$ cat src/sv/bfsk_pkg.sv
`timescale 1ns / 1ps
// ---------------------------------------------------------------------------
// bfsk_pkg
// Shared constants, register codes, configuration and CORDIC stage types for
// the continuous-phase BFSK modulator.
// ---------------------------------------------------------------------------
package bfsk_pkg;

    // frame store depth default
    localparam int MAX_FRAME_BITS_DEF = 1024;

    // field widths
    localparam int INC_W       = 32;
    localparam int SPB_W       = 16;
    localparam int FB_W        = 11;
    localparam int BIT_INDEX_W = 10;
    localparam int PHASE_W     = 32;
    localparam int SAMPLE_W    = 16;

    // stream widths
    localparam int S_TDATA_W = 16;
    localparam int M_TDATA_W = 32;

    // apb widths
    localparam int APB_AW = 4;
    localparam int APB_DW = 32;

    // cordic datapath
    localparam int CORDIC_STEPS    = 24;
    localparam int STEPS_PER_STAGE = 4;
    localparam int CORDIC_STAGES   = CORDIC_STEPS / STEPS_PER_STAGE;
    localparam int CW              = 34;
    localparam logic signed [CW-1:0] CORDIC_GAIN = 34'sd652032874;

    // register index codes
    typedef enum logic [1:0] {
        REG_PHASE_INC_MARK  = 2'd0,
        REG_PHASE_INC_SPACE = 2'd1,
        REG_SAMPLES_PER_BIT = 2'd2,
        REG_FRAME_BITS      = 2'd3
    } reg_idx_t;

    // input item kinds
    typedef enum logic {
        OP_WRITE_BIT = 1'b0,
        OP_SAMPLE    = 1'b1
    } op_t;

    // configuration register set
    typedef struct packed {
        logic [INC_W-1:0] phase_inc_mark;
        logic [INC_W-1:0] phase_inc_space;
        logic [SPB_W-1:0] samples_per_bit;
        logic [FB_W-1:0]  frame_bits;
    } cfg_t;

    // one sample in flight through the rotator
    typedef struct packed {
        logic signed [CW-1:0] x;
        logic signed [CW-1:0] y;
        logic signed [CW-1:0] z;
        logic [1:0]           quad;
        logic                 done;
    } cordic_t;

    // arctangent of 2^-step, one turn = 2^32
    function automatic logic signed [CW-1:0] arc_angle(input logic [4:0] step);
        logic signed [CW-1:0] a;
        unique case (step)
            5'd0:    a = 34'sd536870912;
            5'd1:    a = 34'sd316933406;
            5'd2:    a = 34'sd167458907;
            5'd3:    a = 34'sd85004756;
            5'd4:    a = 34'sd42667331;
            5'd5:    a = 34'sd21354465;
            5'd6:    a = 34'sd10679838;
            5'd7:    a = 34'sd5340245;
            5'd8:    a = 34'sd2670163;
            5'd9:    a = 34'sd1335087;
            5'd10:   a = 34'sd667544;
            5'd11:   a = 34'sd333772;
            5'd12:   a = 34'sd166886;
            5'd13:   a = 34'sd83443;
            5'd14:   a = 34'sd41722;
            5'd15:   a = 34'sd20861;
            5'd16:   a = 34'sd10430;
            5'd17:   a = 34'sd5215;
            5'd18:   a = 34'sd2608;
            5'd19:   a = 34'sd1304;
            5'd20:   a = 34'sd652;
            5'd21:   a = 34'sd326;
            5'd22:   a = 34'sd163;
            5'd23:   a = 34'sd81;
            default: a = '0;
        endcase
        return a;
    endfunction

endpackage

$ cat src/sv/bfsk_out.sv
`timescale 1ns / 1ps
// ---------------------------------------------------------------------------
// bfsk_out
// Quarter-turn mapping, Q30 to sample scaling with saturation, and the
// output register on the master stream.
// ---------------------------------------------------------------------------
module bfsk_out (
    input  logic                           aclk,
    input  logic                           aresetn,
    input  logic                           in_valid,
    output logic                           in_ready,
    input  bfsk_pkg::cordic_t              in_data,
    output logic                           m_tvalid,
    input  logic                           m_tready,
    output logic [bfsk_pkg::M_TDATA_W-1:0] m_tdata,
    output logic                           m_tlast
);
    import bfsk_pkg::*;

    localparam int PW = CW + SAMPLE_W + 1;
    localparam logic signed [PW-1:0] AMP     = PW'((64'sd1 <<< (SAMPLE_W - 1)) - 64'sd1);
    localparam logic signed [PW-1:0] AMP_MIN = -AMP - PW'(1);
    localparam logic signed [PW-1:0] ROUND   = PW'(64'sd1 <<< 29);

    logic                      m_valid_reg;
    logic [SAMPLE_W-1:0]       cos_reg, sin_reg;
    logic                      done_reg;
    logic signed [CW-1:0]      c_val, s_val;
    logic [SAMPLE_W-1:0]       cos_next, sin_next;

    // scale to sample amplitude, round by floor with half offset, saturate
    function automatic logic [SAMPLE_W-1:0] scale_out(input logic signed [CW-1:0] v);
        logic signed [PW-1:0] prod;
        logic signed [PW-1:0] r;
        prod = PW'(v) * AMP + ROUND;
        r    = prod >>> 30;
        if (r > AMP) begin
            r = AMP;
        end else if (r < AMP_MIN) begin
            r = AMP_MIN;
        end
        return r[SAMPLE_W-1:0];
    endfunction

    // quarter-turn swap and negate
    always_comb begin
        unique case (in_data.quad)
            2'd0: begin c_val = in_data.x;  s_val = in_data.y;  end
            2'd1: begin c_val = -in_data.y; s_val = in_data.x;  end
            2'd2: begin c_val = -in_data.x; s_val = -in_data.y; end
            2'd3: begin c_val = in_data.y;  s_val = -in_data.x; end
        endcase
    end

    assign cos_next = scale_out(c_val);
    assign sin_next = scale_out(s_val);

    // output register
    assign in_ready = !m_valid_reg || m_tready;

    always_ff @(posedge aclk) begin
        if (!aresetn) begin
            m_valid_reg <= 1'b0;
        end else if (in_ready) begin
            m_valid_reg <= in_valid;
        end
    end

    always_ff @(posedge aclk) begin
        if (in_ready && in_valid) begin
            cos_reg  <= cos_next;
            sin_reg  <= sin_next;
            done_reg <= in_data.done;
        end
    end

    assign m_tvalid = m_valid_reg;
    assign m_tdata  = {sin_reg, cos_reg};
    assign m_tlast  = done_reg;

endmodule

$ cat config.mk
export PLATFORM = sky130hd
export DESIGN_NAME = bfsk_out
export DESIGN_NICKNAME = d
export VERILOG_FILES = /design/src/sv/bfsk_pkg.sv /design/src/sv/bfsk_out.sv
export SDC_FILE = /design/constraint.sdc
export NUM_CORES = 2
export LEC_CHECK = 0
export ABC_AREA = 1
export CAP_MARGIN = 20
export CORE_UTILIZATION = 60
export DETAILED_ROUTE_END_ITERATION = 8
export DONT_BUFFER_PORTS = 1
export PLACE_DENSITY = 0.76
export SLEW_MARGIN = 15
export SYNTH_ARGS = -nofsm -noshare
export SYNTH_HDL_FRONTEND = slang
export SYNTH_SLANG_ARGS = --single-unit
$ cat constraint.sdc
create_clock -name aclk -period 10.75 [get_ports aclk]
set_input_delay 0.5375 -clock aclk [delete_from_list [all_inputs] [get_ports aclk]]
set_output_delay 0.5375 -clock aclk [all_outputs]
set_load 0.05 [all_outputs]
==> impl_results.md <==
* Simple-Gate Fraction of Synth Area at between 10% and 20%
* I/O Buffers at 0
* Area delta synth->final at 2.98%
* Die footprint at a little over 50000 um^2
* Grt ovf at 0
* Kind of critical path: input port to flop
* Max Fclk at roughly 0.11 GHz
* Final antenna-violating net count at 0
* Drt wl/cell at between 15 and 20 um
* Post-Synth Adder-Cell Area at between 50 and 60%
* Number of clock sinks at 34
* Starting Density at between 60 and 70%
* Row cnt at around 80
* Most area-consuming cells after synthesis: fa_1 40%, inv_1 14%, ha_1 12%
* GRT Resource Usage Total at around 33%
* Syn_area_per_cell at slightly below 8 um^2
* Die Y at 227 um
* Max-Cap Viols at 0
* DRT Pass-1 Iters at 6
* Layout cell share with drive strength beyond 1 at a little under 4%
* Slew headroom at between 30% and 40%
* Synth area leader: fa_1
* Crit path DAT at 9310 ps
* Post-synth top flop: edfxtp_1
* Post-CTS Setup Inserts at 0
* CP max stage delay at around 690 ps
* Clock buffer depth at 2
* Flip-flop and latch count after synthesis at 34
* IO Pins at roughly 140
* Final Cycle Share at 86.1%
* XOR/XNOR Fraction of Synth Area at roughly 3%
* Via count at about 25000
* EDFF count, synth at 33
* Setup-failing EPs final at 0
* CTS tree: done
* Main combinational cell family by area after synthesis: adder cells
* Clock period minus worst slack at 9260 ps
* Hold crit path type: input port to flop
* Most common cell after layout, fill and taps aside: inv_1
* NumNets Final at 4963
* # diodes at 0
* Post-synthesis sequential area ratio at under 10%
* CTS root buffer: clkbuf_16
* Largest delay share family, worst path: adder cells
* Post-CTS Hold Fix Bufs at 0
* Via/cell ratio at 5.45
* Resized Gates After CTS at 0
* Most frequent cells in the layout: 1111 x inv_1, 699 x nand2_1, 607 x fa_1
* Clock skew at ~2.9 ps
* Synthesis warning total at 0
* Post-synth top area share at between 30 and 40%
* Outcome: finished clean
* Critical path endpoint category: flop
* RSZ-0062 raised after global routing: no
* Worst-skew pair later-pin latency at 300 ps
* Final-report max-slew violation count at 0
* Die width at around 230 um
* Fin. Hold Viols at 0
* Area fraction in compound gates after synthesis at under 10%
* Number of antenna violations at the first check in global routing at 0
* Initial drt markers at 2534
* CTS buffer count at 5
* Gpl congestion at roughly 1
* Clock-pin slew on the worst setup and hold paths at 60 ps
* Total negative slack at 0 ps
* R2r setup slk at between 9000 and 10000 ps
* H-tree levels at 2
* Number of global-route vias before repair at between 20000 and 25000
* Slowest CP cell: a22oi_1
* Detailed Route WL at 82500 um
* Post-synth ARST share at 0%
* Worst setup SP type: input port
* Critical Path RT at ~11000 ps
* First-pass GRT wire length at between 100000 and 150000 um
* Synth Cell Area at around 30000 um^2
* Largest net degree at the start of global routing at 40
* HPWL after detailed placement at roughly 75000 um
* CORE AREA at 50200 um^2
* Buf+Inv Stages, Crit Path at 8
* Synth cell types at slightly below 70
* Slew @ Worst Pin at 974 ps
* Post-Synthesis Cells at 3965
* Largest fanout on the critical path at 15
* Cell repeated most along the worst path: inv_1
* Mux cell area share after synthesis at 0%
* DRC errors left at 0
## routing by layer
| metal | GRT usage (%) | wire length, um | vias up |
|---|---|---|---|
| met4 | 6.17 | 1330 | 0 |
| met5 | 0 | 0 | - |
| met2 | 47.0 | 34200 | 1066 |
| met3 | 8.78 | 9430 | 74 |
| met1 | 51.0 | 37600 | 12135 |
| li1 | - | - | 11903 |
## logic make-up after synthesis
logic type,after synthesis
AOI/OAI and AO/OA,422
xor gates and xnor gates,101
adders and majority gates,906
DFF,34
other,1
and+or+nand+nor,1323
buffers and inverters,1178
## Yosys cell counts (5+ instances only)
master       n
a21oi_1    165
o21a_1      12
o21ai_0    132
o211ai_1    14
xor2_1      79
xnor2_1     19
and3_1       5
a31oi_1      6
nor4_1      10
edfxtp_1    33
nor3_2       5
o221ai_1    10
nand2_2     31
nor2_4       7
buf_2       15
nand2_1    699
a21o_1      14
nor2_2      20
ha_1       299
inv_2       27
nand3_1    157
o22ai_1      7
nand3_2      5
nand4_1     31
o21bai_1     9
nand3b_1     5
inv_1     1111
or2_2       11
o21ai_1     18
nor2_1     299
fa_1       607
clkbuf_1    17
a22oi_1      9
nor3_1      23
o21ai_2      5
## stage by stage
stage	setup slack (ps)	cells	hold slack (ps)	cell area, um^2	util, %
after floorplan	3000	3966	636	30500	-
after global placement	1520	4613	636	31200	62.3
after detailed placement	1410	4613	636	31200	62.3
after CTS	1710	4621	328	31400	62.6
after global routing	918	4621	328	31400	62.6
final	1490	4621	334	31400	62.6
## layout make-up
class                   instances  area [um^2]
clock buffers                   7          143
clock inverters                 1         5.00
multi-input cells            2754        25000
well taps                     672          841
flip-flops and latches         34         1010
repair buffers                 14          105
fillers                      4525        18800
inverters                    1139         4280
## worst reg2reg max path: cells and delay by family (launching register included)
family	cells	cell delay, ps
AO/OA/AOI/OAI	1	220
flip-flops	1	510
buffers and inverters	1	460
## path summary, 6_finish.rpt
check | start | end | cells after the start
hold reg to reg | m_tvalid$_SDFFE_PN0N_ | m_tvalid$_SDFFE_PN0N_ | 2
setup / recovery | in_data[71] | cos_reg[10]$_SDFFCE_PN1P_ | 35
setup reg to reg | m_tvalid$_SDFFE_PN0N_ | sin_reg[15]$_SDFFCE_PN0P_ | 2
hold / removal | in_data[0] | m_tlast$_DFFE_PP_ | 0
Power is left out: the tool's default activity adds up to more than one toggle a clock period on the data nets, which glitch-free logic cannot reach.
