**src/sv/bfsk_pkg.sv**
```systemverilog
`timescale 1ns / 1ps
// ---------------------------------------------------------------------------
// bfsk_pkg
// Shared constants, register codes, configuration and CORDIC stage types for
// the continuous-phase BFSK modulator.
// ---------------------------------------------------------------------------
package bfsk_pkg;

    // frame store depth default
    localparam int MAX_FRAME_BITS_DEF = 1024;

    // field widths
    localparam int INC_W       = 32;
    localparam int SPB_W       = 16;
    localparam int FB_W        = 11;
    localparam int BIT_INDEX_W = 10;
    localparam int PHASE_W     = 32;
    localparam int SAMPLE_W    = 16;

    // stream widths
    localparam int S_TDATA_W = 16;
    localparam int M_TDATA_W = 32;

    // apb widths
    localparam int APB_AW = 4;
    localparam int APB_DW = 32;

    // cordic datapath
    localparam int CORDIC_STEPS    = 24;
    localparam int STEPS_PER_STAGE = 4;
    localparam int CORDIC_STAGES   = CORDIC_STEPS / STEPS_PER_STAGE;
    localparam int CW              = 34;
    localparam logic signed [CW-1:0] CORDIC_GAIN = 34'sd652032874;

    // register index codes
    typedef enum logic [1:0] {
        REG_PHASE_INC_MARK  = 2'd0,
        REG_PHASE_INC_SPACE = 2'd1,
        REG_SAMPLES_PER_BIT = 2'd2,
        REG_FRAME_BITS      = 2'd3
    } reg_idx_t;

    // input item kinds
    typedef enum logic {
        OP_WRITE_BIT = 1'b0,
        OP_SAMPLE    = 1'b1
    } op_t;

    // configuration register set
    typedef struct packed {
        logic [INC_W-1:0] phase_inc_mark;
        logic [INC_W-1:0] phase_inc_space;
        logic [SPB_W-1:0] samples_per_bit;
        logic [FB_W-1:0]  frame_bits;
    } cfg_t;

    // one sample in flight through the rotator
    typedef struct packed {
        logic signed [CW-1:0] x;
        logic signed [CW-1:0] y;
        logic signed [CW-1:0] z;
        logic [1:0]           quad;
        logic                 done;
    } cordic_t;

    // arctangent of 2^-step, one turn = 2^32
    function automatic logic signed [CW-1:0] arc_angle(input logic [4:0] step);
        logic signed [CW-1:0] a;
        unique case (step)
            5'd0:    a = 34'sd536870912;
            5'd1:    a = 34'sd316933406;
            5'd2:    a = 34'sd167458907;
            5'd3:    a = 34'sd85004756;
            5'd4:    a = 34'sd42667331;
            5'd5:    a = 34'sd21354465;
            5'd6:    a = 34'sd10679838;
            5'd7:    a = 34'sd5340245;
            5'd8:    a = 34'sd2670163;
            5'd9:    a = 34'sd1335087;
            5'd10:   a = 34'sd667544;
            5'd11:   a = 34'sd333772;
            5'd12:   a = 34'sd166886;
            5'd13:   a = 34'sd83443;
            5'd14:   a = 34'sd41722;
            5'd15:   a = 34'sd20861;
            5'd16:   a = 34'sd10430;
            5'd17:   a = 34'sd5215;
            5'd18:   a = 34'sd2608;
            5'd19:   a = 34'sd1304;
            5'd20:   a = 34'sd652;
            5'd21:   a = 34'sd326;
            5'd22:   a = 34'sd163;
            5'd23:   a = 34'sd81;
            default: a = '0;
        endcase
        return a;
    endfunction

endpackage

```
**src/sv/bfsk_ctrl.sv**
```systemverilog
`timescale 1ns / 1ps
// ---------------------------------------------------------------------------
// bfsk_ctrl
// Frame bit store, bit and sample counters, and the phase accumulator. Emits
// the rotator start values for each sample in order.
// ---------------------------------------------------------------------------
module bfsk_ctrl #(
    parameter int MAX_FRAME_BITS = bfsk_pkg::MAX_FRAME_BITS_DEF
) (
    input  logic                           aclk,
    input  logic                           aresetn,
    input  bfsk_pkg::cfg_t                 cfg,
    input  logic                           s_tvalid,
    output logic                           s_tready,
    input  logic [bfsk_pkg::S_TDATA_W-1:0] s_tdata,
    input  logic                           s_tuser,
    input  logic                           s_tlast,
    output logic                           out_valid,
    input  logic                           out_ready,
    output bfsk_pkg::cordic_t              out_data
);
    import bfsk_pkg::*;

    localparam int IDX_W = $clog2(MAX_FRAME_BITS);
    localparam int CNT_W = $clog2(MAX_FRAME_BITS + 1);
    localparam int LIM_W = (CNT_W > FB_W) ? CNT_W : FB_W;
    localparam int WA_W  = (CNT_W > BIT_INDEX_W) ? CNT_W : BIT_INDEX_W;

    // frame bit store
    logic mem [MAX_FRAME_BITS];

    // control state
    logic [SPB_W-1:0]   sib_reg, sib_next;
    logic [IDX_W-1:0]   idx_reg, idx_next;
    logic [PHASE_W-1:0] phase_reg;
    logic               s1_valid_reg, s2_valid_reg;

    // payload
    logic    s1_bit_reg, s1_done_reg;
    cordic_t s2_data_reg;

    logic                   accept, wr_en, rd_en, s1_ready, s2_ready, s1_move;
    op_t                    op;
    logic [WA_W-1:0]        wa_ext;
    logic [SPB_W-1:0]       spb_eff;
    logic [LIM_W-1:0]       fb_ext, fb_lim, idx_inc;
    logic [SPB_W:0]         sib_inc;
    logic                   wrap_bit, wrap_frame;
    logic [PHASE_W-1:0]     p_round, d_val, inc_sel;
    logic [1:0]             quad;

    // input transaction decode
    assign op      = op_t'(s_tuser);
    assign accept  = s_tvalid & s_tready;
    assign wa_ext  = WA_W'(s_tdata[BIT_INDEX_W-1:0]);
    assign wr_en   = accept && (op == OP_WRITE_BIT) && (wa_ext < WA_W'(MAX_FRAME_BITS));
    assign rd_en   = accept && (op == OP_SAMPLE);

    // effective limits
    assign spb_eff = (cfg.samples_per_bit == '0) ? SPB_W'(1) : cfg.samples_per_bit;
    assign fb_ext  = LIM_W'(cfg.frame_bits);

    always_comb begin
        if (fb_ext == '0) begin
            fb_lim = LIM_W'(1);
        end else if (fb_ext > LIM_W'(MAX_FRAME_BITS)) begin
            fb_lim = LIM_W'(MAX_FRAME_BITS);
        end else begin
            fb_lim = fb_ext;
        end
    end

    // sample and bit counters
    assign sib_inc    = {1'b0, sib_reg} + 1'b1;
    assign wrap_bit   = sib_inc >= {1'b0, spb_eff};
    assign idx_inc    = LIM_W'(idx_reg) + 1'b1;
    assign wrap_frame = wrap_bit && (idx_inc >= fb_lim);

    always_comb begin
        sib_next = sib_reg;
        idx_next = idx_reg;
        if (rd_en) begin
            if (wrap_bit) begin
                sib_next = '0;
                idx_next = wrap_frame ? '0 : idx_inc[IDX_W-1:0];
            end else begin
                sib_next = sib_inc[SPB_W-1:0];
            end
        end else if (accept && s_tlast) begin
            sib_next = '0;
            idx_next = '0;
        end
    end

    // stage handshake
    assign s2_ready = !s2_valid_reg || out_ready;
    assign s1_ready = !s1_valid_reg || s2_ready;
    assign s1_move  = s1_valid_reg && s2_ready;
    assign s_tready = s1_ready;

    always_ff @(posedge aclk) begin
        if (!aresetn) begin
            sib_reg      <= '0;
            idx_reg      <= '0;
            phase_reg    <= '0;
            s1_valid_reg <= 1'b0;
            s2_valid_reg <= 1'b0;
        end else begin
            sib_reg <= sib_next;
            idx_reg <= idx_next;
            if (s1_ready) begin
                s1_valid_reg <= rd_en;
            end
            if (s2_ready) begin
                s2_valid_reg <= s1_valid_reg;
            end
            if (s1_move) begin
                phase_reg <= phase_reg + inc_sel;
            end
        end
    end

    // store write and registered read of the current bit
    always_ff @(posedge aclk) begin
        if (wr_en) begin
            mem[wa_ext[IDX_W-1:0]] <= s_tdata[BIT_INDEX_W];
        end
        if (rd_en) begin
            s1_bit_reg  <= mem[idx_reg];
            s1_done_reg <= wrap_frame;
        end
    end

    // quarter-turn reduction of the phase
    assign inc_sel = s1_bit_reg ? cfg.phase_inc_mark : cfg.phase_inc_space;
    assign p_round = phase_reg + 32'h2000_0000;
    assign quad    = p_round[PHASE_W-1:PHASE_W-2];
    assign d_val   = phase_reg - {quad, 30'd0};

    always_ff @(posedge aclk) begin
        if (s1_move) begin
            s2_data_reg.x    <= CORDIC_GAIN;
            s2_data_reg.y    <= '0;
            s2_data_reg.z    <= {{(CW-PHASE_W){d_val[PHASE_W-1]}}, d_val};
            s2_data_reg.quad <= quad;
            s2_data_reg.done <= s1_done_reg;
        end
    end

    assign out_valid = s2_valid_reg;
    assign out_data  = s2_data_reg;

    // a stalled sample keeps its bit
    a_s1_hold: assert property (@(posedge aclk) disable iff (!aresetn)
        (s1_valid_reg && !s2_ready) |=> (s1_valid_reg && $stable(s1_bit_reg)))
        else $error("stalled sample lost its frame bit");

    // a frame-last write restarts the position
    a_restart: assert property (@(posedge aclk) disable iff (!aresetn)
        (accept && (op == OP_WRITE_BIT) && s_tlast) |=> (sib_reg == '0 && idx_reg == '0))
        else $error("frame-last write did not restart the sample position");

    // phase only moves with a sample
    a_phase_hold: assert property (@(posedge aclk) disable iff (!aresetn)
        !s1_move |=> $stable(phase_reg))
        else $error("phase accumulator changed without a sample");

    // reset empties the front stages
    a_reset_empty: assert property (@(posedge aclk)
        !aresetn |=> (!s1_valid_reg && !s2_valid_reg))
        else $error("front stages not empty after reset");

endmodule

```
**config.mk**
```make
export PLATFORM = sky130hd
export DESIGN_NAME = bfsk_ctrl
export DESIGN_NICKNAME = d
export VERILOG_FILES = /design/src/sv/bfsk_pkg.sv /design/src/sv/bfsk_ctrl.sv
export SDC_FILE = /design/constraint.sdc
export NUM_CORES = 2
export LEC_CHECK = 0
export BUFFER_PORTS_ARGS = -buffer_cell sky130_fd_sc_hd__buf_2
export CORE_MARGIN = 4
export CORE_UTILIZATION = 40
export DETAILED_ROUTE_END_ITERATION = 8
export GPL_TIMING_DRIVEN = 0
export HOLD_SLACK_MARGIN = 0.12
export MAX_ROUTING_LAYER = met4
export PLACE_DENSITY = 0.62
export SKIP_LAST_GASP = 1
export SLEW_MARGIN = 20
export SYNTH_ARGS = -nofsm -noshare
export SYNTH_HDL_FRONTEND = slang
export SYNTH_SLANG_ARGS = --single-unit
```
**constraint.sdc**
```tcl
create_clock -name aclk -period 5.75 [get_ports aclk]
set_input_delay 0 -clock aclk [delete_from_list [all_inputs] [get_ports aclk]]
set_output_delay 0 -clock aclk [all_outputs]
set_load 0.01 [all_outputs]
```
==> metrics.txt <==
critical path class=register to register; Total Routing Usage GR=about a quarter; WP data required=approximately 6.2 ns; Core ar.=125900 µm²; largest net degree at the start of global routing=157; DR vias/cell=around 5.8; height of the chip=364.3 µm; worst vdd ir=~0.25 mV; share of the synthesized area in the top cell type=62.76%; RSZ-0062 raised after global routing=no; Synth area leader=edfxtp_1; min Tclk post-route=roughly 5.5 ns; DRT Pass-1 Iters=8; cell count after synthesis=~3600; Final Setup Violations=0; register bit count reported by yosys=~1100; YS warnings=0; multiplexer share of the synthesized area=approximately 15%; Synth Area per Inst=13.94 µm²; Final Hold Viols=0; PD cells=roughly 290 nW/µm²; most congested layer reported by global routing=met2; TritonCTS clock tree=done; Max Slew Vio Count=0; Post-Synth Adder-Cell Area=1.567%; LEAKAGE=18.24 nW; # clock sinks=about 1100; H-tree levels=3; Antenna Nets Post-Route=0; total of max-cap violations=0; Hold Path Class=input pin to register; Synth Area in Compound Gates=a little over 3%; met1 usage in global routing=between 30% and 40%; Final Non-Filler Cells=about 5800; buffer depth of the longest clock path=3; max reg flops=between 1000 and 1500; simple-gate portion of the synthesized area=11.10%; Post-Synth XOR/XNOR Area=less than 1%; # Post-CTS Setup Buffers=0; vias=about 34000; GPL Wtd Cong=~0.95; detailed-route wire length=159.9 mm; count leader, synth=nor2_1; drc violations=0; # IOs=220; crit-path max FO=10; arrival time worst endpoint=5.96 ns; Final Power=around 17 mW; Reg clk slew, reported paths=around 0.060 ns; post-DR wirelength/cell=27.47 µm; worst skew pair latency=about 0.72 ns; Fmax=0.1813 GHz; first-pass GRT wire length=between 200 and 250 mm; initial core utilization=between 40% and 50%; placed instance count=approximately 5500; port bufs=approximately 150; row count=130; status=complete, no violations; ys async rst share=0%; Yosys cell types=62; M3 GR Usage=4.787%; Layout Nets=around 4200; max_slew headroom=roughly an eighth; met2 global-route usage=between 30% and 40%; Final period util=between 90% and 100%; share of layout cells above drive strength 1=between 10% and 20%; Synth Flop Type=edfxtp_1; cell area after layout=roughly 60000 µm²; post-DP HPWL=around 100 mm; Final Skew=~0.023 ns; Root Buffer=clkbuf_16; top post-synthesis cells by area=edfxtp_1, mux4_2, nor2_1; die width=364.3 µm; Synth Cell Area=about 50000 µm²; WHS=roughly 0.13 ns; P&R area growth vs syn=15.49%; vias in the first global route=31870; initial antenna violation count=10; endpoint type of the worst setup path=register; combinational family with the most area after synthesis=multiplexers; DP Area=around 54000 µm²; initial DRC count=between 5000 and 6000; total CTS buffers=112; CP startpoint kind=register; post-synthesis sequential area ratio=about 65%; die area=between 100000 and 150000 µm²; Congestion Overflow GR=0; Post-synth EDFFs=~1100; Post-synth top cells=nor2_1, edfxtp_1, mux4_2; slew at the pin closest to its max-slew limit=between 1 and 1.5 ns
stage by stage:
step	setup WS (ns)	TNS, ns	utilization [%]
detailed placement	-1.274	-11.72	42.99
CTS	0.03693	0	46.57
finish	0.2328	0	46.57
floorplan	1.446	0	-
global route	0.1626	0	46.57
global placement	-7.348	-7450.06	42.74
logic make-up after synthesis:
kind of cell / Yosys count
and+or+nand+nor: 1416
DFF: 1121
buffers and inverters: 410
muxes: 354
AOI/OAI and AO/OA: 230
adders and majority gates: 63
xor gates and xnor gates: 45
other: 2
layer usage:
metal / vias to the layer above / wire (µm)
li1: 14130 / -
met1: 17190 / 61610
met2: 2066 / 72540
met3: 406 / 17530
met4: 0 / 8240
met5: - / 0
worst max-delay path: stages, from the launching register on:
cell,delay [ns]
dfxtp_1,0.33
buf_2,0.27
buf_2,0.33
buf_4,0.34
clkbuf_1,0.73
clkbuf_1,0.88
mux4_2,0.42
a22oi_1,0.22
a21oi_1,0.25
nor4_1,0.67
nor3_1,0.16
nor2_1,0.14
o21ai_0,0.15
a211o_1,0.32
layout by cell type, fill, tap and decap left out, types with 63 or more instances in the layout:
cell	synthesis	final
buf_4	78	80
nor2_1	1099	1098
buf_2	26	173
a21oi_1	63	63
conb_1	2	68
clkbuf_1	244	253
mux4_2	306	306
clkbuf_16	0	113
edfxtp_1	1061	1061
nand2_1	172	172
dlygate4sd3_1	0	97
cell type report:
class,instances,area (µm²)
multi-input cells,2176,16050
plain buffers,367,1800
clock inverters,69,593.1
diodes,6,15.01
clock buffers,140,2929
flip-flops and latches,1121,33060
well taps,1650,2064
repair buffers,253,1974
inverters,39,146.4
fillers,11240,67260
path summary, 6_finish.rpt:
check / slack, ns / depth (start not counted) / to / startpoint
max: 0.23 / 13 / s1_bit_reg / idx_reg[1]
min: 0.13 / 7 / phase_reg[5] / cfg[63]
max reg2reg: 0.23 / 13 / s1_bit_reg / idx_reg[1]
min reg2reg: 0.43 / 0 / out_data[0] / s1_done_reg
power by group:
part / internal, mW / switching [mW]
registers: 8.94 / 0.0139
clock network: 3.97 / 3.22
logic: 0.239 / 0.406
what timing repair did:
action | CTS | global route
setup endpoints to repair | 11 | 12
hold buffers | 97 | 0
gates resized for setup | 3 | 2
pin swaps | 0 | 1
hold endpoints to repair | 376 | 0
(Power assumes the default switching activity.)
