==> config.mk <==
export PLATFORM = sky130hd
export DESIGN_NAME = bfsk_regs
export DESIGN_NICKNAME = d
export VERILOG_FILES = /design/src/sv/bfsk_pkg.sv /design/src/sv/bfsk_regs.sv
export SDC_FILE = /design/constraint.sdc
export NUM_CORES = 1
export LEC_CHECK = 0
export BUFFER_PORTS_ARGS = -buffer_cell sky130_fd_sc_hd__buf_4
export CELL_PAD_IN_SITES_DETAIL_PLACEMENT = 1
export CELL_PAD_IN_SITES_GLOBAL_PLACEMENT = 1
export CORE_MARGIN = 2
export CORE_UTILIZATION = 35
export DETAILED_ROUTE_END_ITERATION = 8
export PLACE_DENSITY_LB_ADDON = 0.15
export SYNTH_ARGS = -nofsm -noshare
export SYNTH_HDL_FRONTEND = slang
export SYNTH_SLANG_ARGS = --single-unit
export TNS_END_PERCENT = 10
==> constraint.sdc <==
create_clock -name aclk -period 1.2 [get_ports aclk]
set_clock_uncertainty 0.05 [all_clocks]
set_input_delay 0.12 -clock aclk [delete_from_list [all_inputs] [get_ports aclk]]
set_output_delay 0.12 -clock aclk [all_outputs]
set_load 0.03 [all_outputs]
==> src/sv/bfsk_pkg.sv <==
`timescale 1ns / 1ps
// ---------------------------------------------------------------------------
// bfsk_pkg
// Shared constants, register codes, configuration and CORDIC stage types for
// the continuous-phase BFSK modulator.
// ---------------------------------------------------------------------------
package bfsk_pkg;

    // frame store depth default
    localparam int MAX_FRAME_BITS_DEF = 1024;

    // field widths
    localparam int INC_W       = 32;
    localparam int SPB_W       = 16;
    localparam int FB_W        = 11;
    localparam int BIT_INDEX_W = 10;
    localparam int PHASE_W     = 32;
    localparam int SAMPLE_W    = 16;

    // stream widths
    localparam int S_TDATA_W = 16;
    localparam int M_TDATA_W = 32;

    // apb widths
    localparam int APB_AW = 4;
    localparam int APB_DW = 32;

    // cordic datapath
    localparam int CORDIC_STEPS    = 24;
    localparam int STEPS_PER_STAGE = 4;
    localparam int CORDIC_STAGES   = CORDIC_STEPS / STEPS_PER_STAGE;
    localparam int CW              = 34;
    localparam logic signed [CW-1:0] CORDIC_GAIN = 34'sd652032874;

    // register index codes
    typedef enum logic [1:0] {
        REG_PHASE_INC_MARK  = 2'd0,
        REG_PHASE_INC_SPACE = 2'd1,
        REG_SAMPLES_PER_BIT = 2'd2,
        REG_FRAME_BITS      = 2'd3
    } reg_idx_t;

    // input item kinds
    typedef enum logic {
        OP_WRITE_BIT = 1'b0,
        OP_SAMPLE    = 1'b1
    } op_t;

    // configuration register set
    typedef struct packed {
        logic [INC_W-1:0] phase_inc_mark;
        logic [INC_W-1:0] phase_inc_space;
        logic [SPB_W-1:0] samples_per_bit;
        logic [FB_W-1:0]  frame_bits;
    } cfg_t;

    // one sample in flight through the rotator
    typedef struct packed {
        logic signed [CW-1:0] x;
        logic signed [CW-1:0] y;
        logic signed [CW-1:0] z;
        logic [1:0]           quad;
        logic                 done;
    } cordic_t;

    // arctangent of 2^-step, one turn = 2^32
    function automatic logic signed [CW-1:0] arc_angle(input logic [4:0] step);
        logic signed [CW-1:0] a;
        unique case (step)
            5'd0:    a = 34'sd536870912;
            5'd1:    a = 34'sd316933406;
            5'd2:    a = 34'sd167458907;
            5'd3:    a = 34'sd85004756;
            5'd4:    a = 34'sd42667331;
            5'd5:    a = 34'sd21354465;
            5'd6:    a = 34'sd10679838;
            5'd7:    a = 34'sd5340245;
            5'd8:    a = 34'sd2670163;
            5'd9:    a = 34'sd1335087;
            5'd10:   a = 34'sd667544;
            5'd11:   a = 34'sd333772;
            5'd12:   a = 34'sd166886;
            5'd13:   a = 34'sd83443;
            5'd14:   a = 34'sd41722;
            5'd15:   a = 34'sd20861;
            5'd16:   a = 34'sd10430;
            5'd17:   a = 34'sd5215;
            5'd18:   a = 34'sd2608;
            5'd19:   a = 34'sd1304;
            5'd20:   a = 34'sd652;
            5'd21:   a = 34'sd326;
            5'd22:   a = 34'sd163;
            5'd23:   a = 34'sd81;
            default: a = '0;
        endcase
        return a;
    endfunction

endpackage

==> src/sv/bfsk_regs.sv <==
`timescale 1ns / 1ps
// ---------------------------------------------------------------------------
// bfsk_regs
// APB register file holding the mark and space phase steps, the samples per
// bit and the frame length.
// ---------------------------------------------------------------------------
module bfsk_regs (
    input  logic                         aclk,
    input  logic                         aresetn,
    input  logic                         psel,
    input  logic                         penable,
    input  logic                         pwrite,
    input  logic [bfsk_pkg::APB_AW-1:0]  paddr,
    input  logic [bfsk_pkg::APB_DW-1:0]  pwdata,
    output logic [bfsk_pkg::APB_DW-1:0]  prdata,
    output logic                         pready,
    output bfsk_pkg::cfg_t               cfg
);
    import bfsk_pkg::*;

    cfg_t     cfg_reg;
    cfg_t     cfg_next;
    reg_idx_t sel;
    logic     wr_en;

    assign pready = 1'b1;
    assign sel    = reg_idx_t'(paddr[3:2]);
    assign wr_en  = psel & penable & pwrite & pready;

    // register write decode
    always_comb begin
        cfg_next = cfg_reg;
        if (wr_en) begin
            unique case (sel)
                REG_PHASE_INC_MARK:  cfg_next.phase_inc_mark  = pwdata[INC_W-1:0];
                REG_PHASE_INC_SPACE: cfg_next.phase_inc_space = pwdata[INC_W-1:0];
                REG_SAMPLES_PER_BIT: cfg_next.samples_per_bit = pwdata[SPB_W-1:0];
                REG_FRAME_BITS:      cfg_next.frame_bits      = pwdata[FB_W-1:0];
            endcase
        end
    end

    always_ff @(posedge aclk) begin
        if (!aresetn) begin
            cfg_reg.phase_inc_mark  <= '0;
            cfg_reg.phase_inc_space <= '0;
            cfg_reg.samples_per_bit <= SPB_W'(1);
            cfg_reg.frame_bits      <= FB_W'(1024);
        end else begin
            cfg_reg <= cfg_next;
        end
    end

    // read mux
    always_comb begin
        unique case (sel)
            REG_PHASE_INC_MARK:  prdata = APB_DW'(cfg_reg.phase_inc_mark);
            REG_PHASE_INC_SPACE: prdata = APB_DW'(cfg_reg.phase_inc_space);
            REG_SAMPLES_PER_BIT: prdata = APB_DW'(cfg_reg.samples_per_bit);
            REG_FRAME_BITS:      prdata = APB_DW'(cfg_reg.frame_bits);
        endcase
    end

    assign cfg = cfg_reg;

endmodule

==> flow_summary.ini, run 1 <==
[status]
status = finished, violations left
violations = negative setup slack

[route]
vias = 3627
first_iter_violations = 94
wl_um = 12500
wire_per_inst_um = 16.7
ant_nets = 0
drt_first_pass_iters = 4
vias_per_cell = 4.86
drc = 0

[cts]
insertion_delay_ns = 0.34
cts_root_buffer = clkbuf_16
clock_path_buffers = 2
h-tree-depth = 3
path_clk_slew_ns = 0.06
tritoncts = done
numCtsBuffers = 9
clock_sinks = 91

[critical_path]
critPathKind = reg -> out
path_cells = mux4_2, buf_6
critPathLaunchType = register
critPathCaptureType = primary output
crit_family = multiplexers
critPathSlowestCell = mux4_2
slowest_delay_ns = 0.49
critPathArrivalTime_ns = 1.32
worstPathMaxFanout = 2
r2r_cells = 3
crit_cells = 2
cp.required_ns = 1.03
crit_buf_inv = 1

[timing]
finalCriticalPeriod_ns = 1.49
finalHoldViolations = 0
drv_slew = 0
setup_viol = 25
fin_hold_ws_ns = 0.00808
rsz0062_at_grt = true
setup_slack_ns = -0.288
period_share_pct = 124
fmax_mhz = 672

[synthesis]
syn_area_um2 = 4080
synthCells = 406
yosys-top-cells-area = dfxtp_1 45%, mux2i_1 27%, nand2_1 12%
ys_warn_count = 0
synthXorXnorAreaFrac_pct = 0
synthTopCellsByCount = 126 x nand2_1, 110 x mux2i_1, 91 x dfxtp_1, 16 x nor2_1, 11 x mux4_2
synth_edf_count = 0
synth_fp_nets = 447
synth_top_family_by_area = multiplexers
synthAdderAreaFrac_pct = 0
synth_area_per_cell_um2 = 10.0
yosys.area_share.simple_pct = 15.3
synth_ff_type = dfxtp_1
synth_top_area_share_pct = 44.6
async_reset_ff_share_pct = 0
synth_seq_cells = 91
synthDistinctLibCells = 25
yosysSeqAreaShare_pct = 44.6
synth_top_cell_by_area = dfxtp_1
synth_most_common_cell = nand2_1
muxShareOfSynthArea_pct = 33.1
synth-compound-area-share_pct = 1.13

[power]
leakage_nw = 2.93
internal_power_mw = 5.05
power_density_nw_per_um2 = 1070
vdd_ir_drop_max_mv = 0.659
power_frac_seq_pct = 46.5
p_total_mw = 6.66
swShare_pct = 24.1
clock_power_share_pct = 41.9
combPwrFrac_pct = 11.6
p_sw_mw = 1.61

[min_path]
hp-class = in -> reg
holdPathStages = 3

[die]
start_util_pct = 35.7
coreArea_um2 = 11400
die-area_um2 = 12500
die_h_um = 112
row_count = 39
ios = 165
die_x_um = 112

[place]
dp_hpwl_um = 8870
portBuffers = 161
placed_cell_area_um2 = 5680
globalplace.congestion = 0.802
dp_cells = 716

[layout]
finish.utilization_pct = 54.7
n_antenna_cell = 0
area_delta_synth_final_pct = 53.0
largest_register_ff_count = 91
stdcell_count = 747
nNetsFinal = 640
stdcell_area_um2 = 6240
layout-drive-gt1-share_pct = 50.0

[global_routing]
grt_pass1_vias = 3831
overflow = 0
grt_max_degree = 58
antenna_found_initial = 0
track_usage_pct = 20.2
grt_pass1_wl_um = 20000

[job]
maxCapViolations = 0
## through the flow
stage                     setup TNS, ns  setup WS [ns]
after floorplan                   -1.86         -0.116
after global placement            -1.02        -0.0684
after detailed placement          -2.90        -0.0856
after CTS                         -3.67         -0.300
after global routing              -4.54         -0.320
final                             -3.25         -0.288
## cell usage in the layout (no fill, tap or decap), types with 3 or more instances in the layout
| cell | instances |
|---|---|
| dfxtp_1 | 28 |
| dfxtp_2 | 63 |
| mux2i_1 | 109 |
| buf_12 | 12 |
| nand2_1 | 126 |
| buf_6 | 13 |
| clkbuf_8 | 4 |
| dlygate4sd3_1 | 9 |
| clkbuf_16 | 9 |
| mux4_2 | 11 |
| o21ai_1 | 3 |
| nor2_1 | 16 |
| buf_4 | 180 |
## final cells by class
cell class,count,area (µm²)
clock buffers,15,288
clock inverters,1,5.00
fillers,1296,5180
inverters,2,7.51
multi-input cells,281,2030
flip-flops and latches,91,1900
well taps,143,179
repair buffers,214,1830
## cells by family after synthesis
logic type	after synthesis
multiplexers	121
flip-flops	91
other	1
buffers and inverters	34
AND/OR/NAND/NOR	151
AO/OA/AOI/OAI	8
## worst register-to-register path, cell delays in order, from the launching register on
cell and delay [ns]:
dfxtp_1 0.33, buf_4 0.12, inv_1 0.04, o211ai_1 0.15
## power by group through the flow
stage          combinational, mW  sequential [mW]  clock [mW]
2_1_floorplan              0.340             3.23           0
3_3_place_gp               0.721             3.16           0
3_5_place_dp               0.736             3.16           0
4_1_cts                    0.775             3.10        2.85
5_1_grt                    0.825             3.10        2.97
6_report                   0.771             3.10        2.79
## path summary, 6_finish.rpt
check                                  to        from  slack (ns)
worst max-delay path            prdata[0]      cfg[0]       -0.29
worst min-delay path              cfg[89]  pwdata[30]       0.008
worst max register to register    cfg[11]     cfg[11]        0.42
worst min register to register    cfg[87]     cfg[87]        0.42
## what timing repair did
| item | in CTS | in global routing |
|---|---|---|
| resized for setup | 70 | 7 |
| hold endpoints to repair | 11 | 0 |
| buffers inserted | 4 | 2 |
| endpoints found under the setup margin | 32 | 32 |
| hold buffers | 9 | 0 |
| cloned | 0 | 0 |
| pin swaps | 0 | 1 |
## routing by layer
layer  wire (µm)  track usage (%)  up-vias
met1        5410             24.5     1771
li1            -                -     1745
met2        6340             36.1       95
met5           0                0        -
met4         223             7.32        0
met3         510             3.48       16
No activity file was read; power rests on OpenSTA's default activity.
==> run 2, diff against run 1 <==
- SKIP_CTS_REPAIR_TIMING: not set -> 1
==> run 2 against run 1 <==
Critical path depth unchanged; the flow finishes with violations (negative hold slack, negative setup slack); largest power group unchanged; sequential share of layout area is 0.39 points higher; fmax fell by 0.36%; power fell by 0.41%; first-iteration DRC count down 2.1%; sequential cell count stayed put; largest cell class unchanged; critical path type unchanged; final area decreased by 1.5%; global-route usage decreased by 0.49 points; core utilization fell by 0.80 points.
==> flow_summary.ini, run 2 (synthesis results as in run 1) <==
[status]
status = finished, violations left
violations = negative hold slack, negative setup slack

[power]
swShare_pct = 24.1
power_frac_seq_pct = 46.7
leakage_nw = 2.89
internal_power_mw = 5.03
vdd_ir_drop_max_mv = 0.656
p_sw_mw = 1.60
clock_power_share_pct = 42.0
power_density_nw_per_um2 = 1080
combPwrFrac_pct = 11.3

[layout]
n_antenna_cell = 0
stdcell_area_um2 = 6150
area_delta_synth_final_pct = 50.7
nNetsFinal = 631
layout.cells.most_common_list = 179 x buf_4, 126 x nand2_1, 109 x mux2i_1
finish.utilization_pct = 53.9
layout-drive-gt1-share_pct = 50.1
layout_commonest_cell = buf_4
largest_register_ff_count = 91

[cts]
clock_path_buffers = 2
numCtsBuffers = 9
tritoncts = done
path_clk_slew_ns = 0.06
clock_sinks = 91
insertion_delay_ns = 0.34
cts_root_buffer = clkbuf_16
h-tree-depth = 3

[timing]
finalCriticalPeriod_ns = 1.49
setup_viol = 23
fmax_mhz = 670
finalHoldViolations = 1
period_share_pct = 124
drv_slew = 0
fin_tns_setup_ns = -3.23
fin_hold_ws_ns = -0.00298
setup_slack_ns = -0.294
rsz0062_at_grt = true

[critical_path]
r2r-start = cfg[11]
critPathArrivalTime_ns = 1.32
cp.required_ns = 1.03
r2r_cells = 3
critPathLaunchType = register
critPathCaptureType = primary output
worstPathMaxFanout = 3
critPathKind = reg -> out
crit_start = cfg[1]

[route]
ant_nets = 0
vias = 3594
wl_um = 12300
drc = 0
drt_first_pass_iters = 4
wire_per_inst_um = 16.7
vias_per_cell = 4.87
first_iter_violations = 92

[die]
ios = 165
row_count = 39
start_util_pct = 35.7
die_x_um = 112
die-area_um2 = 12500
coreArea_um2 = 11400
die_h_um = 112

[min_path]
hp-class = in -> reg
hp-start = pwdata[29]
holdPathStages = 3

[global_routing]
grt_pass1_wl_um = 19600
use_met3_pct = 3.70
grt_max_degree = 58
grt.busiest_layer = met2
grtUsageMet1_pct = 24.0
grt_pass1_vias = 3770
antenna_found_initial = 0
grt_util_met2_pct = 34.8
overflow = 0
track_usage_pct = 19.7

[place]
portBuffers = 161
placed_cell_area_um2 = 5680
dp_slack_ns = -0.0856
dp_hpwl_um = 8870
globalplace.congestion = 0.802

[job]
maxCapViolations = 0
==> run 2: path summary, 6_finish.rpt <==
| check | end | slack [ns] |
|---|---|---|
| worst min register to register | cfg[87] | 0.42 |
| worst min-delay path | cfg[88] | -0.003 |
| worst max register to register | cfg[11] | 0.43 |
| worst max-delay path | prdata[1] | -0.29 |
==> run 2: power groups by stage <==
stage	Clock, mW	Combinational [mW]	Sequential [mW]
floorplan	0	0.340	3.23
global placement	0	0.721	3.16
detailed placement	0	0.736	3.16
CTS	2.85	0.740	3.09
global route	2.97	0.798	3.10
finish	2.79	0.747	3.10
==> run 2: metal layers <==
metal,up-vias,wire length [µm]
met1,1762,5270
met2,95,6240
li1,1723,-
met4,0,222
met5,-,0
met3,14,588
==> run 2: through the flow <==
stage               power [mW]  cells  hold slack [ns]
floorplan                 3.57    406            0.230
global placement          3.88    716            0.341
detailed placement        3.90    716            0.356
CTS                       6.69    732          -0.0104
global route              6.86    738        0.0000308
finish                    6.63    738         -0.00298
==> run 2: cell type report <==
type	instances	area, µm²
well taps	143	179
multi-input cells	281	2030
inverters	2	7.51
flip-flops and latches	91	1900
clock buffers	15	288
repair buffers	205	1740
fillers	1293	5270
clock inverters	1	5.00
==> run 2: worst max-delay path, stage by stage (launching register included) <==
cell	delay, ns
dfxtp_2	0.33
mux4_2	0.49
buf_6	0.16
