==> config.mk <==
export PLATFORM = sky130hd
export DESIGN_NAME = bfsk_cordic_stage
export DESIGN_NICKNAME = d
export VERILOG_FILES = /design/src/sv/bfsk_pkg.sv /design/src/sv/bfsk_cordic_stage.sv
export SDC_FILE = /design/constraint.sdc
export NUM_CORES = 1
export LEC_CHECK = 0
export BUFFER_PORTS_ARGS = -buffer_cell sky130_fd_sc_hd__clkbuf_2
export CAP_MARGIN = 20
export CORE_MARGIN = 3
export CORE_UTILIZATION = 23
export DETAILED_ROUTE_END_ITERATION = 10
export GPL_ROUTABILITY_DRIVEN = 0
export PLACE_DENSITY = 0.5
export SYNTH_ARGS = -nofsm -noshare
export SYNTH_HDL_FRONTEND = slang
export SYNTH_SLANG_ARGS = --single-unit
==> constraint.sdc <==
create_clock -name aclk -period 23.3 [get_ports aclk]
set_input_delay 4.66 -clock aclk [delete_from_list [all_inputs] [get_ports aclk]]
set_output_delay 4.66 -clock aclk [all_outputs]
set_load 0.05 [all_outputs]
==> src/sv/bfsk_pkg.sv <==
`timescale 1ns / 1ps
// ---------------------------------------------------------------------------
// bfsk_pkg
// Shared constants, register codes, configuration and CORDIC stage types for
// the continuous-phase BFSK modulator.
// ---------------------------------------------------------------------------
package bfsk_pkg;

    // frame store depth default
    localparam int MAX_FRAME_BITS_DEF = 1024;

    // field widths
    localparam int INC_W       = 32;
    localparam int SPB_W       = 16;
    localparam int FB_W        = 11;
    localparam int BIT_INDEX_W = 10;
    localparam int PHASE_W     = 32;
    localparam int SAMPLE_W    = 16;

    // stream widths
    localparam int S_TDATA_W = 16;
    localparam int M_TDATA_W = 32;

    // apb widths
    localparam int APB_AW = 4;
    localparam int APB_DW = 32;

    // cordic datapath
    localparam int CORDIC_STEPS    = 24;
    localparam int STEPS_PER_STAGE = 4;
    localparam int CORDIC_STAGES   = CORDIC_STEPS / STEPS_PER_STAGE;
    localparam int CW              = 34;
    localparam logic signed [CW-1:0] CORDIC_GAIN = 34'sd652032874;

    // register index codes
    typedef enum logic [1:0] {
        REG_PHASE_INC_MARK  = 2'd0,
        REG_PHASE_INC_SPACE = 2'd1,
        REG_SAMPLES_PER_BIT = 2'd2,
        REG_FRAME_BITS      = 2'd3
    } reg_idx_t;

    // input item kinds
    typedef enum logic {
        OP_WRITE_BIT = 1'b0,
        OP_SAMPLE    = 1'b1
    } op_t;

    // configuration register set
    typedef struct packed {
        logic [INC_W-1:0] phase_inc_mark;
        logic [INC_W-1:0] phase_inc_space;
        logic [SPB_W-1:0] samples_per_bit;
        logic [FB_W-1:0]  frame_bits;
    } cfg_t;

    // one sample in flight through the rotator
    typedef struct packed {
        logic signed [CW-1:0] x;
        logic signed [CW-1:0] y;
        logic signed [CW-1:0] z;
        logic [1:0]           quad;
        logic                 done;
    } cordic_t;

    // arctangent of 2^-step, one turn = 2^32
    function automatic logic signed [CW-1:0] arc_angle(input logic [4:0] step);
        logic signed [CW-1:0] a;
        unique case (step)
            5'd0:    a = 34'sd536870912;
            5'd1:    a = 34'sd316933406;
            5'd2:    a = 34'sd167458907;
            5'd3:    a = 34'sd85004756;
            5'd4:    a = 34'sd42667331;
            5'd5:    a = 34'sd21354465;
            5'd6:    a = 34'sd10679838;
            5'd7:    a = 34'sd5340245;
            5'd8:    a = 34'sd2670163;
            5'd9:    a = 34'sd1335087;
            5'd10:   a = 34'sd667544;
            5'd11:   a = 34'sd333772;
            5'd12:   a = 34'sd166886;
            5'd13:   a = 34'sd83443;
            5'd14:   a = 34'sd41722;
            5'd15:   a = 34'sd20861;
            5'd16:   a = 34'sd10430;
            5'd17:   a = 34'sd5215;
            5'd18:   a = 34'sd2608;
            5'd19:   a = 34'sd1304;
            5'd20:   a = 34'sd652;
            5'd21:   a = 34'sd326;
            5'd22:   a = 34'sd163;
            5'd23:   a = 34'sd81;
            default: a = '0;
        endcase
        return a;
    endfunction

endpackage

==> src/sv/bfsk_cordic_stage.sv <==
`timescale 1ns / 1ps
// ---------------------------------------------------------------------------
// bfsk_cordic_stage
// One registered stage of the rotation-mode CORDIC, STEPS_PER_STAGE micro-rotations
// per stage, with its own valid and ready.
// ---------------------------------------------------------------------------
module bfsk_cordic_stage #(
    parameter int FIRST_STEP = 0
) (
    input  logic              aclk,
    input  logic              aresetn,
    input  logic              in_valid,
    output logic              in_ready,
    input  bfsk_pkg::cordic_t in_data,
    output logic              out_valid,
    input  logic              out_ready,
    output bfsk_pkg::cordic_t out_data
);
    import bfsk_pkg::*;

    logic    valid_reg;
    cordic_t data_reg;
    cordic_t data_next;

    // micro-rotations toward zero residual angle
    always_comb begin
        logic signed [CW-1:0] x, y, z, nx, ny;
        x = in_data.x;
        y = in_data.y;
        z = in_data.z;
        for (int i = 0; i < STEPS_PER_STAGE; i++) begin
            if (z >= 0) begin
                nx = x - (y >>> (FIRST_STEP + i));
                ny = y + (x >>> (FIRST_STEP + i));
                z  = z - arc_angle(5'(FIRST_STEP + i));
            end else begin
                nx = x + (y >>> (FIRST_STEP + i));
                ny = y - (x >>> (FIRST_STEP + i));
                z  = z + arc_angle(5'(FIRST_STEP + i));
            end
            x = nx;
            y = ny;
        end
        data_next      = in_data;
        data_next.x    = x;
        data_next.y    = y;
        data_next.z    = z;
    end

    assign in_ready = !valid_reg || out_ready;

    always_ff @(posedge aclk) begin
        if (!aresetn) begin
            valid_reg <= 1'b0;
        end else if (in_ready) begin
            valid_reg <= in_valid;
        end
    end

    always_ff @(posedge aclk) begin
        if (in_ready && in_valid) begin
            data_reg <= data_next;
        end
    end

    assign out_valid = valid_reg;
    assign out_data  = data_reg;

endmodule

==> reports/summary.txt, run 1 <==
STATUS
-------------------------------------------------------------------------------------------------
Run status                                                                           finished clean

CRITICAL PATH
-------------------------------------------------------------------------------------------------
Endpoint type of the worst setup path                                                   flip-flop
R2r setup slk                                                                            21100 ps
CP delay by family, top                                                              compound AO/OA/AOI/OAI gates
Critical path class                                                                        in2reg
Top cell by count, worst path                                                             o21ai_0
Crit path largest cell delay                                                               820 ps
Highest net fanout along the worst path                                                        98
Buffering stage count on the worst path with inverters included                                 9
R2r startpoint                                                                          out_valid
Arrival time worst endpoint                                                              19890 ps
Crit path from                                                                        in_data[36]
Reg2reg path depth                                                                              3
Required time reported for the critical path endpoint                                    23460 ps
Logic depth of the worst path, buffers included                                                62
Reg2reg end                                                                          out_data[64]
Cell with the biggest individual delay on the critical path                             a2111oi_0
Worst setup SP type                                                                     input pin

STA
-------------------------------------------------------------------------------------------------
Fin crit period                                                                          19730 ps
Final Hold Fails                                                                                0
Headroom to the max-slew limit                                                              16.4%
Total negative slack                                                                         0 ps
Highest clock rate                                                                       50.7 MHz
Worst-margin pin slew                                                                     1240 ps
Portion of the clock cycle consumed by the worst path in the final layout                   84.7%
Setup repair after global routing missed its margin                                            no
Final Skew                                                                                11.3 ps
Final Max Slew Viols                                                                            0
Final Setup Violations                                                                          0

GLOBAL ROUTE
-------------------------------------------------------------------------------------------------
Antenna violations before repair                                                                2
Met2 routing resource usage after global routing                                            22.4%
Wire length of the first global-routing pass                                            143000 um
Peak-usage layer in the global routing report                                                met2
Global routing met1 resource utilization                                                    19.8%
Largest net degree at the start of global routing                                              99
Number of global-route vias before repair                                                   25800
GRT Util Overall                                                                            13.8%
GR Overflow Total                                                                               0
Met3 routing resource usage after global routing                                            1.39%

CLOCK TREE
-------------------------------------------------------------------------------------------------
H-tree depth                                                                                    3
TritonCTS clock tree                                                                         done
Number of cells upsized or downsized after cts                                                  0
Clock tree buffer depth                                                                         2
Post-CTS Setup Repair Bufs                                                                      0
Source-to-sink clock delay at the later pin of the worst-skew pair                         400 ps
Clock Sink Count                                                                              106
Number of hold-repair buffers added at the cts stage                                            0
CTS Buf Count                                                                                   9
CTS root buffer                                                                         clkbuf_16
Clock slew at the register clock pins of the worst setup and hold paths                     80 ps

LOGIC SYNTHESIS
-------------------------------------------------------------------------------------------------
Number of warning messages in the yosys log                                                     0
Number of distinct library cell variants in the gate-level netlist after synthesis            116
Gate count of the mapped netlist                                                             3723
Async set-reset flop share out of synthesis                                                    0%
Register area share after synthesis                                                         11.2%
Post-synthesis cell area                                                                28200 um2
Total nets after synthesis                                                                   4261
Dominant register cell in the synthesized netlist                                        edfxtp_1
Number of synthesized register bits                                                           106
Synthesized area divided by synthesized cell count                                       7.59 um2
EDFF count, synth                                                                             105

FINISH
-------------------------------------------------------------------------------------------------
Antenna Cells                                                                                   0
Total of fill cells in the finished design                                                  13300
Total number of nets in the final design                                                     4406
Cell area after layout                                                                  31300 um2
Relative area change from synthesis to final layout                                         10.9%
Fraction of layout instances using a drive strength above 1                                 8.91%
Final core area utilization                                                                 25.9%

DIE
-------------------------------------------------------------------------------------------------
IO Pins                                                                                       216
Floorplan Core Area                                                                    121000 um2
Vert. Die Dim                                                                              356 um
Std-Cell Rows                                                                                 127
Initial core utilization                                                                    23.4%
Horizontal extent of the die                                                               356 um
Die outline area                                                                       127000 um2

DETAILED ROUTING
-------------------------------------------------------------------------------------------------
Total routed wirelength                                                                  90800 um
DRC errors left                                                                                 0
Average routed wire per standard cell                                                     16.6 um
Remaining number of nets flagged by the antenna check after routing                             0
Number of iterations in the first detailed-routing pass                                         5
Number of vias per cell                                                                      4.95
Via Count                                                                                   27200
Detailed Route Iter0 Violations                                                              1871

PLACEMENT
-------------------------------------------------------------------------------------------------
Post-detailed-placement cell area                                                       31000 um2
Number of I/O port buffers                                                                    215
DP Wirelength                                                                            77100 um

WORST HOLD PATH
-------------------------------------------------------------------------------------------------
Worst hold path stage count                                                                     2
Start point of the worst hold path                                                      out_valid
Worst min-delay path category                                                             reg2reg
Worst hold endpoint                                                                     out_valid

JOB
-------------------------------------------------------------------------------------------------
Max-cap viol count                                                                              0

-- stage by stage --
step | instances | worst slack (ps) | hold WS, ps
4_1_cts | 5485 | 3670 | 545
3_3_place_gp | 5469 | 3490 | 520
5_1_grt | 5485 | 2000 | 615
6_report | 5485 | 3570 | 541
3_5_place_dp | 5469 | 3310 | 534
2_1_floorplan | 3723 | 3830 | 1150
-- Yosys cell counts (all sizes together) (8+ instances only) --
cell type | n | area [um2]
nor2b | 49 | 307
a2111oi | 15 | 164
or2 | 39 | 244
o41ai | 11 | 104
o31ai | 52 | 409
a21oi | 359 | 1800
nand2b | 57 | 357
o21ai | 246 | 1230
edfxtp | 105 | 3150
inv | 263 | 992
nor3 | 112 | 571
a31oi | 52 | 332
a21boi | 27 | 206
a41oi | 16 | 159
clkbuf | 57 | 214
ha | 416 | 5200
nor2 | 304 | 1140
mux2i | 23 | 234
nand2 | 227 | 855
o31a | 12 | 105
o211a | 9 | 90.1
nor3b | 12 | 90.1
and4 | 8 | 70.1
a31o | 10 | 87.6
nor4 | 40 | 314
a211oi | 40 | 305
and2 | 27 | 169
nand3 | 72 | 360
xnor2 | 341 | 3050
o211ai | 48 | 365
and3 | 29 | 181
buf | 34 | 196
o21a | 64 | 480
nand4 | 31 | 194
or4 | 14 | 105
a21o | 107 | 803
or3 | 49 | 322
o22ai | 10 | 62.6
a211o | 19 | 166
xor2 | 143 | 1250
nor4b | 8 | 97.6
fa | 13 | 260
nand3b | 8 | 63.8
o21bai | 40 | 300
-- worst max path at each step --
stage	end
2_1_floorplan	out_data[103]
3_3_place_gp	out_data[69]
3_5_place_dp	out_data[69]
4_1_cts	out_data[69]
5_1_grt	out_data[69]
6_report	out_data[69]
-- logic make-up (layout without fill, tap and decap cells) --
family                   Yosys count  count (layout)  share of synthesized area (%)
AO/OA/AOI/OAI                   1217            1217                           28.2
multiplexers                      25              25                          0.908
XOR/XNOR                         487             487                           15.5
AND/OR/NAND/NOR                 1104            1104                           19.9
adder cells (fa/ha/maj)          429             429                           19.4
buffers and inverters            355             505                           4.98
flip-flops                       106             106                           11.2
-- state kept, by name (all words and copies together) (netlist names) --
register	flops
out_data	105
out_valid	1
-- tightest hold or removal path: cells and delay by family, from the launching register on --
family	cells	cell delay (ps)
AOI/OAI and AO/OA	1	80
and+or+nand+nor	1	100
DFF	1	310
-- per-layer routing --
layer	vias to the layer above	wire length [um]
met4	4	1120
li1	13900	-
met5	-	27
met2	527	40500
met3	55	3700
met1	12600	45500
-- layout by cell type (no fill, tap or decap), drive strengths merged, types with 27 or more instances in the layout --
cell type / instances
nand2: 227
a211oi: 40
nand3: 72
and3: 29
nand2b: 57
ha: 416
or2: 39
or3: 49
a21boi: 27
nor2b: 49
xor2: 143
edfxtp: 105
nor3: 112
clkbuf: 224
nor2: 304
nor4: 40
nand4: 31
o211ai: 48
xnor2: 341
o21a: 64
o31ai: 52
and2: 27
a31oi: 52
o21bai: 40
a21o: 107
inv: 265
o21ai: 246
a21oi: 359
-- final cells by class --
type / count / area (um2) / area share, %
timing repair buffer: 225 / 1150 / 3.67
clock inverter: 7 / 86.3 / 0.276
multi-input combinational: 3262 / 23700 / 75.6
tap: 1612 / 2020 / 6.44
clock buffer: 9 / 225 / 0.719
sequential: 106 / 3170 / 10.1
inverter: 264 / 996 / 3.18
Power of run 1 is not shown: default switching activity piles up to over one toggle a cycle in this logic, so the estimate is an artifact.
==> inputs of run 2 (changes only) <==
PLACE_DENSITY = 0.51   (was 0.5)
clock period = 17.87 ns   (was 23.3 ns; I/O delays follow)
==> run 2 against run 1 <==
  * Worst hold slack gained 29 ps
  * First-iteration DRC count decreased by 3.5%
  * Largest cell class unchanged
  * Highest routed layer unchanged
  * Sequential share of layout area about the same
  * Via count is 0.61% higher
  * Final area grew 0.10%
  * Die area did not move
  * Critical path depth fell by 5
  * Flip-flop and latch count unchanged
==> reports/summary.txt, run 2 (same netlist as run 1, synthesis figures left out) <==
GLOBAL ROUTE
----------------------------------------------------------------------------------------
GR Overflow Total                                                                      0
Number of global-route vias before repair                                          26200
GRT Util Overall                                                                   13.8%
Antenna violations before repair                                                       6
Largest net degree at the start of global routing                                     95
Wire length of the first global-routing pass                                   144000 um

STA
----------------------------------------------------------------------------------------
Final Hold Fails                                                                       0
Total negative slack                                                                0 ps
Final Max Slew Viols                                                                   0
Portion of the clock cycle consumed by the worst path in the final layout          91.1%
Headroom to the max-slew limit                                                     28.5%
Crit path setup slack, layout                                                    1600 ps
Fin crit period                                                                 16270 ps
Highest clock rate                                                              61.4 MHz
Setup repair after global routing missed its margin                                   no
Final Skew                                                                       7.33 ps
Worst-margin pin slew                                                            1070 ps
Final Setup Violations                                                                 0

CLOCK TREE
----------------------------------------------------------------------------------------
Source-to-sink clock delay at the later pin of the worst-skew pair                390 ps
TritonCTS clock tree                                                                done
Clock Sink Count                                                                     106
Clock tree buffer depth                                                                2
H-tree depth                                                                           3
CTS Buf Count                                                                          9
Number of hold-repair buffers added at the cts stage                                   0
Number of cells upsized or downsized after cts                                         0
CTS root buffer                                                                clkbuf_16
Clock slew at the register clock pins of the worst setup and hold paths            80 ps
Post-CTS Setup Repair Bufs                                                             0

FINISH
----------------------------------------------------------------------------------------
Number of flip-flops under the largest register name                                 105
Relative area change from synthesis to final layout                                11.1%
Final core area utilization                                                        25.9%
Fraction of layout instances using a drive strength above 1                        8.98%
Most common library cell in the layout ignoring fill and taps                       ha_1
Total number of nets in the final design                                            4409
Antenna Cells                                                                          0
Commonest cells after routing, fill and taps aside                          ha_1, a21oi_1, xnor2_1

STATUS
----------------------------------------------------------------------------------------
Run status                                                                  finished clean

WORST HOLD PATH
----------------------------------------------------------------------------------------
Worst hold path stage count                                                            2
Start point of the worst hold path                                             out_valid
Worst min-delay path category                                                    reg2reg
Worst hold endpoint                                                            out_valid

CRITICAL PATH
----------------------------------------------------------------------------------------
Critical path class                                                               in2reg
Highest net fanout along the worst path                                               54
Worst setup SP type                                                            input pin
R2r setup slk                                                                   15680 ps
Arrival time worst endpoint                                                     16430 ps
Reg2reg end                                                                 out_data[95]
Crit path largest cell delay                                                      580 ps
R2r startpoint                                                                 out_valid
Required time reported for the critical path endpoint                           18030 ps
Top cell by count, worst path                                                    o21ai_0
Endpoint type of the worst setup path                                          flip-flop
Cell with the biggest individual delay on the critical path                        buf_4
Crit path from                                                               in_data[36]
Reg2reg path depth                                                                     3

DETAILED ROUTING
----------------------------------------------------------------------------------------
Remaining number of nets flagged by the antenna check after routing                    0
Total routed wirelength                                                         91000 um
DRC errors left                                                                        0
Average routed wire per standard cell                                            16.6 um
Number of vias per cell                                                             4.98
Via Count                                                                          27300
Detailed Route Iter0 Violations                                                     1805
Number of iterations in the first detailed-routing pass                                6

DIE
----------------------------------------------------------------------------------------
IO Pins                                                                              216
Floorplan Core Area                                                           121000 um2
Initial core utilization                                                           23.4%
Die outline area                                                              127000 um2
Vert. Die Dim                                                                     356 um
Std-Cell Rows                                                                        127
Horizontal extent of the die                                                      356 um

PLACEMENT
----------------------------------------------------------------------------------------
DP Wirelength                                                                   77300 um
Number of I/O port buffers                                                           215
Worst Setup Slack post-DPL                                                       1300 ps

JOB
----------------------------------------------------------------------------------------
Max-cap viol count                                                                     0

==> run 2: cell types whose count changed in the layout (fill, tap and decap cells not counted), sizes merged <==
cell      delta
inv          +1
buf          +3
clkinvlp     -1
==> run 2: how the worst max path moves through the flow <==
stage,slack [ps],end,depth (start not counted)
2_1_floorplan,80,out_data[69],69
3_3_place_gp,1360,out_data[103],55
3_5_place_dp,1300,out_data[103],57
4_1_cts,1690,out_data[103],57
5_1_grt,210,out_data[69],59
6_report,1600,out_data[103],57
==> run 2: final cells by class <==
cell class / count / area, um2
clock buffer: 9 / 225
inverter: 264 / 996
sequential: 106 / 3170
multi-input combinational: 3262 / 23700
fill: 13300 / 89600
tap: 1612 / 2020
clock inverter: 7 / 96.3
timing repair buffer: 228 / 1170
==> run 2: worst max-delay path, delay by kind of cell <==
kind	cells	cell delay (ps)
AOI/OAI and AO/OA	34	8100
and+or+nand+nor	7	1240
adders and majority gates	5	1360
buffers and inverters	8	1670
xor gates and xnor gates	3	420
==> run 2: routing by layer <==
layer / wire (um) / GRT usage, % / vias up
li1: - / - / 14000
met1: 45000 / 19.5 / 12700
met2: 40300 / 22.5 / 613
met3: 4240 / 1.78 / 79
met4: 1440 / 2.87 / 6
met5: 47 / 0 / -
==> run 2: per-stage QoR <==
stage / hold WS, ps / instance area [um2] / instances
finish: 570 / 31400 / 5488
global route: 605 / 31400 / 5488
CTS: 565 / 31400 / 5488
detailed placement: 551 / 31000 / 5472
floorplan: 1150 / 28200 / 3723
global placement: 523 / 31000 / 5472
Power of run 2 is left out for the same reason.
